$ cat config.mk
export PLATFORM = sky130hd
export DESIGN_NAME = modbus_rtu_read_response_checker_core
export DESIGN_NICKNAME = d
export VERILOG_FILES = /design/src/hdl/mrrc_pkg.sv /design/src/hdl/mrrc_frame.sv /design/src/hdl/modbus_rtu_read_response_checker_core.sv
export VERILOG_INCLUDE_DIRS = /design/src /design/src/hdl
export SDC_FILE = /design/constraint.sdc
export NUM_CORES = 1
export LEC_CHECK = 0
export BUFFER_PORTS_ARGS = -buffer_cell sky130_fd_sc_hd__buf_2
export CAP_MARGIN = 10
export CORE_UTILIZATION = 50
export CTS_CLUSTER_DIAMETER = 120
export DETAILED_ROUTE_END_ITERATION = 8
export PLACE_DENSITY_LB_ADDON = 0.08
export SETUP_SLACK_MARGIN = 0.15
export SLEW_MARGIN = 0
export SYNTH_ARGS = -nofsm -noshare
export SYNTH_HDL_FRONTEND = slang
export SYNTH_SLANG_ARGS = --single-unit
$ cat constraint.sdc
create_clock -name clk -period 4.1 [get_ports clk]
set_clock_uncertainty 0.05 [all_clocks]
set_input_delay 0.615 -clock clk [delete_from_list [all_inputs] [get_ports clk]]
set_output_delay 0.615 -clock clk [all_outputs]
set_load 0.05 [all_outputs]
$ cat src/hdl/modbus_rtu_read_response_checker_core_defines.svh
// Assertion macros for the Modbus RTU read response checker
`ifndef MODBUS_RTU_READ_RESPONSE_CHECKER_CORE_DEFINES_SVH
`define MODBUS_RTU_READ_RESPONSE_CHECKER_CORE_DEFINES_SVH

// same-cycle implication, sampled on clk, off during reset
`define MRRC_ASSERT_IMP(label, ante, cons, msg) \
	label: assert property (@(posedge clk) disable iff (!arst_n) (ante) |-> (cons)) \
		else $error(msg);

// next-cycle implication, sampled on clk, off during reset
`define MRRC_ASSERT_NXT(label, ante, cons, msg) \
	label: assert property (@(posedge clk) disable iff (!arst_n) (ante) |=> (cons)) \
		else $error(msg);

`endif

$ cat src/hdl/mrrc_pkg.sv
// Shared types, constants and CRC function for the Modbus RTU read response checker
package mrrc_pkg;

	localparam logic [15:0] CRC_INIT       = 16'hFFFF;
	localparam logic [15:0] CRC_POLY       = 16'hA001;
	localparam logic [7:0]  FUNC_READ      = 8'h03;
	localparam logic [7:0]  FUNC_EXCEPTION = 8'h83;
	localparam logic [3:0]  MIN_LAST_IDX   = 4'd4;
	localparam logic [3:0]  COUNT_MAX      = 4'd15;

	localparam logic [1:0]  REG_SLAVE_ADDRESS = 2'd0;
	localparam logic [1:0]  REG_WORD_COUNT    = 2'd1;

	typedef enum logic [2:0] {
		ST_OK     = 3'd0,
		ST_SHORT  = 3'd1,
		ST_ADDR   = 3'd2,
		ST_EXCEPT = 3'd3,
		ST_FUNC   = 3'd4,
		ST_CRC    = 3'd5
	} status_t;

	typedef struct packed {
		status_t     status;
		logic [15:0] first_word;
		logic [15:0] second_word;
	} result_t;

	function automatic logic [15:0] crc_update(input logic [15:0] crc_in, input logic [7:0] b);
		logic [15:0] c;
		c = crc_in ^ {8'h00, b};
		for (int i = 0; i < 8; i++) begin
			if (c[0]) begin
				c = (c >> 1) ^ CRC_POLY;
			end else begin
				c = c >> 1;
			end
		end
		return c;
	endfunction

endpackage

$ cat src/hdl/mrrc_frame.sv
// Frame state, CRC accumulation and end-of-frame checks
module mrrc_frame
	import mrrc_pkg::*;
(
	input  logic        clk,
	input  logic        arst_n,
	input  logic        step,
	input  logic [7:0]  rx_byte,
	input  logic        last_byte,
	input  logic [7:0]  slave_address,
	input  logic [1:0]  word_count,
	output result_t     result
);

`include "modbus_rtu_read_response_checker_core_defines.svh"

	logic [3:0]  cnt_q;
	logic [15:0] crc_q;
	logic [7:0]  trail_q [2];
	logic [7:0]  hdr_q [2];
	logic [7:0]  pay_q [4];

	logic [3:0]  cnt_n;
	logic [15:0] crc_n;
	logic [7:0]  trail_n [2];
	logic [7:0]  hdr_n [2];
	logic [7:0]  pay_n [4];
	status_t     status_n;

	always_comb begin
		hdr_n = hdr_q;
		pay_n = pay_q;
		if (cnt_q == 4'd0) begin
			hdr_n[0] = rx_byte;
			hdr_n[1] = 8'h00;
			for (int i = 0; i < 4; i++) begin
				pay_n[i] = 8'h00;
			end
		end else if (cnt_q == 4'd1) begin
			hdr_n[1] = rx_byte;
		end else begin
			for (int i = 0; i < 4; i++) begin
				if (cnt_q == 4'(i + 3)) begin
					pay_n[i] = rx_byte;
				end
			end
		end
		crc_n = (cnt_q >= 4'd2) ? crc_update(crc_q, trail_q[0]) : crc_q;
		trail_n[0] = trail_q[1];
		trail_n[1] = rx_byte;
		cnt_n = (cnt_q < COUNT_MAX) ? cnt_q + 4'd1 : cnt_q;
	end

	always_comb begin
		priority if (cnt_q < MIN_LAST_IDX) begin
			status_n = ST_SHORT;
		end else if (hdr_n[0] != slave_address) begin
			status_n = ST_ADDR;
		end else if (hdr_n[1] == FUNC_EXCEPTION) begin
			status_n = ST_EXCEPT;
		end else if (hdr_n[1] != FUNC_READ) begin
			status_n = ST_FUNC;
		end else if (crc_n != {trail_n[1], trail_n[0]}) begin
			status_n = ST_CRC;
		end else begin
			status_n = ST_OK;
		end
	end

	always_comb begin
		result.status      = status_n;
		result.first_word  = 16'h0000;
		result.second_word = 16'h0000;
		if (status_n == ST_OK) begin
			result.first_word = {pay_n[0], pay_n[1]};
			if (word_count[1]) begin
				result.second_word = {pay_n[2], pay_n[3]};
			end
		end
	end

	always_ff @(posedge clk or negedge arst_n) begin
		if (!arst_n) begin
			cnt_q <= 4'd0;
			crc_q <= CRC_INIT;
			trail_q[0] <= 8'h00;
			trail_q[1] <= 8'h00;
			hdr_q[0] <= 8'h00;
			hdr_q[1] <= 8'h00;
			for (int i = 0; i < 4; i++) begin
				pay_q[i] <= 8'h00;
			end
		end else if (step) begin
			if (last_byte) begin
				cnt_q <= 4'd0;
				crc_q <= CRC_INIT;
				trail_q[0] <= 8'h00;
				trail_q[1] <= 8'h00;
				hdr_q[0] <= 8'h00;
				hdr_q[1] <= 8'h00;
				for (int i = 0; i < 4; i++) begin
					pay_q[i] <= 8'h00;
				end
			end else begin
				cnt_q <= cnt_n;
				crc_q <= crc_n;
				trail_q <= trail_n;
				hdr_q <= hdr_n;
				pay_q <= pay_n;
			end
		end
	end

	`MRRC_ASSERT_NXT(a_frame_restart, step && last_byte, cnt_q == 4'd0 && crc_q == CRC_INIT, "frame state not cleared after last byte")
	`MRRC_ASSERT_NXT(a_count_moves, step && !last_byte && cnt_q < COUNT_MAX, cnt_q == $past(cnt_q) + 4'd1, "byte counter did not advance")
	`MRRC_ASSERT_NXT(a_count_holds, !step, $stable(cnt_q) && $stable(crc_q), "frame state changed without a step")

endmodule

$ cat src/hdl/modbus_rtu_read_response_checker_core.sv
// Top level of the Modbus RTU read response checker
//
//   channel  dir  handshake              payload
//   in       in   in_valid / in_stall    rx_byte, last_byte
//   out      out  out_valid / out_stall  status, first_word, second_word
//   cfg      in   cfg_we                 cfg_index, cfg_data
//
// One byte per cycle sustained, unless a last byte waits on a full, stalled result register.
// The input register feeds the CRC and check logic, which loads the result register.
// A pending last byte waits in the input register while the result register is full and stalled.
// Reset clears the frame state and sets slave_address to 1 and word_count to 1.
module modbus_rtu_read_response_checker_core
	import mrrc_pkg::*;
(
	input  logic        clk,
	input  logic        arst_n,
	input  logic        in_valid,
	output logic        in_stall,
	input  logic [7:0]  rx_byte,
	input  logic        last_byte,
	output logic        out_valid,
	input  logic        out_stall,
	output logic [2:0]  status,
	output logic [15:0] first_word,
	output logic [15:0] second_word,
	input  logic        cfg_we,
	input  logic [1:0]  cfg_index,
	input  logic [7:0]  cfg_data
);

`include "modbus_rtu_read_response_checker_core_defines.svh"

	logic [7:0]  slave_address_q;
	logic [1:0]  word_count_q;

	logic        valid_s1;
	logic [7:0]  byte_s1;
	logic        last_s1;

	logic        out_valid_q;
	result_t     out_q;

	logic        out_free;
	logic        step;
	result_t     result;

	assign out_free = !out_valid_q || !out_stall;
	assign step     = valid_s1 && (!last_s1 || out_free);
	assign in_stall = valid_s1 && !step;

	always_ff @(posedge clk or negedge arst_n) begin
		if (!arst_n) begin
			slave_address_q <= 8'd1;
			word_count_q <= 2'd1;
		end else if (cfg_we) begin
			unique case (cfg_index)
				REG_SLAVE_ADDRESS: slave_address_q <= cfg_data;
				REG_WORD_COUNT:    word_count_q <= cfg_data[1:0];
				default: ;
			endcase
		end
	end

	always_ff @(posedge clk or negedge arst_n) begin
		if (!arst_n) begin
			valid_s1 <= 1'b0;
		end else if (!in_stall) begin
			valid_s1 <= in_valid;
		end
	end

	always_ff @(posedge clk) begin
		if (in_valid && !in_stall) begin
			byte_s1 <= rx_byte;
			last_s1 <= last_byte;
		end
	end

	mrrc_frame u_frame (
		.clk           (clk),
		.arst_n        (arst_n),
		.step          (step),
		.rx_byte       (byte_s1),
		.last_byte     (last_s1),
		.slave_address (slave_address_q),
		.word_count    (word_count_q),
		.result        (result)
	);

	always_ff @(posedge clk or negedge arst_n) begin
		if (!arst_n) begin
			out_valid_q <= 1'b0;
		end else if (out_free) begin
			out_valid_q <= step && last_s1;
		end
	end

	always_ff @(posedge clk) begin
		if (out_free && step && last_s1) begin
			out_q <= result;
		end
	end

	assign out_valid   = out_valid_q;
	assign status      = out_q.status;
	assign first_word  = out_q.first_word;
	assign second_word = out_q.second_word;

	`MRRC_ASSERT_IMP(a_unused_words_zero, out_valid_q && out_q.status != ST_OK, out_q.first_word == 16'h0000 && out_q.second_word == 16'h0000, "words not zero on failing status")
	`MRRC_ASSERT_IMP(a_stall_has_item, in_stall, valid_s1 && last_s1 && out_valid_q, "input stalled without a blocked last byte")
	`MRRC_ASSERT_NXT(a_held_byte_kept, in_stall, valid_s1 && $stable(byte_s1), "stalled input byte lost")
	`MRRC_ASSERT_IMP(a_status_range, out_valid_q, out_q.status <= ST_CRC, "status code out of range")

endmodule
==> impl_results.md <==
* Die area at 14,300 sq um
* Share of post-route cells with drive strength above 1 at 26.4%
* Total power at 4.57 mW
* Most frequent cells in the layout: nand2_1 (78), dfrtp_1 (78), buf_2 (60)
* Final Critical Period at 3.80 ns
* Antenna violations before repair at 0
* Met1 Wirelength at 7220 microns
* Clk sinks at 139
* Buffers on Ports at 60
* GR Overflow Total at 0
* Clock buffer depth at 2
* Slew headroom at 31.9%
* Inst Count DP at just over 800
* Register area share after synthesis at about 54%
* Adder-cell share of the synthesized area at less than 1%
* IR drop worst, VDD at 0.321 mV
* Yosys cell types at 57
* Via count at around 5,000
* Vias in the first global route at 5,111
* Largest stage delay, worst path at 0.58 ns
* Mux contribution to synthesized area at 5.38%
* CP dominant cell by count: or4_4
* H-tree levels at 4
* Max frequency at 263 MHz
* Max layer used: met4
* Post-route DRC violation count at 0
* Setup CP Type: register to register
* Total wire length at around 16,000 microns
* WL met2 at 7530 microns
* Most common flop cell mapped by yosys: dfrtp_1
* Placed Area at ~7400 sq um
* Post-Synth XOR/XNOR Area at 7.88%
* Clock latency on the worst-skew pair at 0.42 ns
* CP startpoint kind: register
* Largest family of logic cells by synthesized area: simple AND/OR/NAND/NOR gates
* Final ANT Viol Nets at 0
* Syn_area_per_cell at 11.8 sq um
* Setup ws final at 0.300 ns
* P per Cell Area at approximately 570 nW/um^2
* Yosys warns at 0
* Outcome: finished clean
* Ant diodes at 0
* Y dimension of the die at 120 microns
* Setup TNS at 0 ns
* Ys async rst share at 68.3%
* Syn_nets at 615
* Final number of hold-violating endpoints at 0
* TritonCTS Buffers at 17
* Synth area leaders: dfrtp_1 (28%), edfxtp_1 (19%), dfstp_2 (6.4%), a32o_1 (4.8%), nand2_1 (4.2%)
* Final RePlAce weighted congestion at 0.928
* TritonRoute pass-1 iters at 5
* Maximum fanout along the worst path at 32
* Post-DP HPWL at 10,800 microns
* Crit-path cells: inv_1 > ha_1 > or4_4 > buf_4 > nor4_4 > nor3_1 > nor4_1 > nand4_1 > or4_4 > or4_1 > buf_8 > nor3b_1
* Design area at 8010 sq um
* Worst Path Required at 4.30 ns
* Post-DR wirelength/cell at 19.1 microns
* Largest net degree at the start of global routing at 45
* Vias per cell at 5.92
* Leak pwr at 3.36 nW
* Final Max Slew Viols at 0
* HP Class: input port to async pin
* TritonCTS clock tree: built
* First-pass GRT wire length at 26,000 microns
* Post-Syn Area at between 6000 and 7000 sq um
* Slowest-stage cell, CP: or4_1
* Synth Area in Simple Gates at 15.0%
* Final Cycle Share at 92.7%
* Io pins at 61
* # setup viols final at 0
* Number of enable flip-flop cells after synthesis at 44
* 1st-iter DRT viols at between 300 and 400
* Root buf cell: clkbuf_16
* Crit path arrival time at approximately 4.0 ns
* Fill count at 1,129
* Number of cell rows at 42
* Compound-Gate Fraction of Synth Area at 13.9%
* Synth Instances at between 500 and 600
* Initial Util at 51.7%
* Area grow syn2layout at 15.7%
* RSZ-0062 raised after global routing: false
* Fin cells at roughly 840
* Worst-margin pin slew at 1.02 ns
* GRT Overall Usage at approximately 24%
* Max-cap check violation count at 0
* Die width at 120 microns
* Fin Hold WS at 0.0461 ns
* #FFs+latches synth at 139
* Final net count at ~680
* Core ar. at 13,400 sq um
* WL met3 at 992 microns
* Placement Setup Slack at 0.161 ns
* Final core occ at 59.8%
* Clk slew on worst S/H paths at ~0.06 ns
* Synth area leader: dfrtp_1
* Hold_buf cts at 0
* Area share of the largest cell type after synthesis at 28.2%
* Worst setup EP type: register
-- Yosys cell counts, drive strengths merged (2+ instances only) --
master,instances
a211oi,2
a21o,4
a21oi,36
a22o,18
a31oi,3
a32o,33
and2,5
and3,3
buf,9
clkbuf,30
dfrtp,78
dfstp,17
edfxtp,44
ha,4
inv,6
mux2,10
mux2i,26
nand2,78
nand3,3
nand3b,18
nand4,5
nor2,34
nor3,7
nor3b,20
nor4,5
o21a,2
o21ai,9
o22a,6
o31ai,4
or2,3
or4,4
xnor2,34
xnor3,4
xor2,9
xor3,3
-- cell type report --
cell class | count | area [sq um] | share of cell area [%]
inverters | 6 | 22.5 | 0.281
clock inverters | 13 | 101 | 1.27
multi-input cells | 403 | 3000 | 37.5
flip-flops and latches | 139 | 3720 | 46.4
clock buffers | 19 | 433 | 5.40
repair buffers | 87 | 514 | 6.42
well taps | 176 | 220 | 2.75
-- state kept, by name, indices dropped and copies added (netlist names) --
register / cells
byte_s1: 8
first_word: 16
last_s1: 1
out_valid: 1
second_word: 16
slave_address_q: 8
status: 3
u_frame.cnt_q: 4
u_frame.crc_q: 16
u_frame.hdr_q: 16
u_frame.pay_q: 32
u_frame.trail_n: 8
u_frame.trail_q: 8
valid_s1: 1
word_count_q: 1
-- timing repair --
| item | CTS | global route |
|---|---|---|
| pin swaps | 0 | 2 |
| resized for setup | 1 | 11 |
| cloned | 0 | 1 |
| buffers inserted | 0 | 1 |
| endpoints found under the setup margin | 1 | 32 |
-- where the power goes --
| group | switching [mW] | internal [mW] |
|---|---|---|
| clock | 0.565 | 0.823 |
| sequential | 0.154 | 1.62 |
| combinational | 0.762 | 0.652 |
| total | 1.48 | 3.09 |
-- per-layer routing --
| layer | track usage, % | up-vias |
|---|---|---|
| met4 | 10.3 | 0 |
| met2 | 37.3 | 170 |
| li1 | - | 2296 |
| met5 | 0 | - |
| met3 | 5.42 | 25 |
| met1 | 32.7 | 2499 |
-- cells by family (layout without fill, tap and decap cells) --
logic type | after synthesis | count (layout)
muxes | 36 | 36
adders and majority gates | 4 | 4
buffers and inverters | 45 | 125
and+or+nand+nor | 189 | 189
xor gates and xnor gates | 50 | 50
DFF | 139 | 139
AOI/OAI and AO/OA | 124 | 124
-- critical path, delay by kind of cell (launching register included) --
family	cells	cell delay (ns)
DFF	1	0.34
adders and majority gates	1	0.24
and+or+nand+nor	8	2.51
buffers and inverters	3	0.48
-- worst paths after layout --
| check | from | endpoint | slack, ns | cells after the start |
|---|---|---|---|---|
| max reg2reg | u_frame.cnt_q[0]$_DFFE_PN0P_ | second_word[15]$_SDFFCE_PN0P_ | 0.30 | 12 |
| max | u_frame.cnt_q[0]$_DFFE_PN0P_ | second_word[15]$_SDFFCE_PN0P_ | 0.30 | 12 |
| min in group clk | rx_byte[2] | byte_s1[2]$_DFFE_PP_ | 0.32 | 1 |
| min | arst_n | u_frame.trail_n[14]$_DFFE_PN0P_ | 0.05 | 1 |
| min reg2reg | u_frame.hdr_q[5]$_DFFE_PN0P_ | u_frame.hdr_q[5]$_DFFE_PN0P_ | 0.43 | 2 |
| max in group asynchronous | arst_n | u_frame.pay_q[15]$_DFFE_PN0P_ | 3.06 | 2 |
Note: power is estimated with default switching activity, not from simulation.
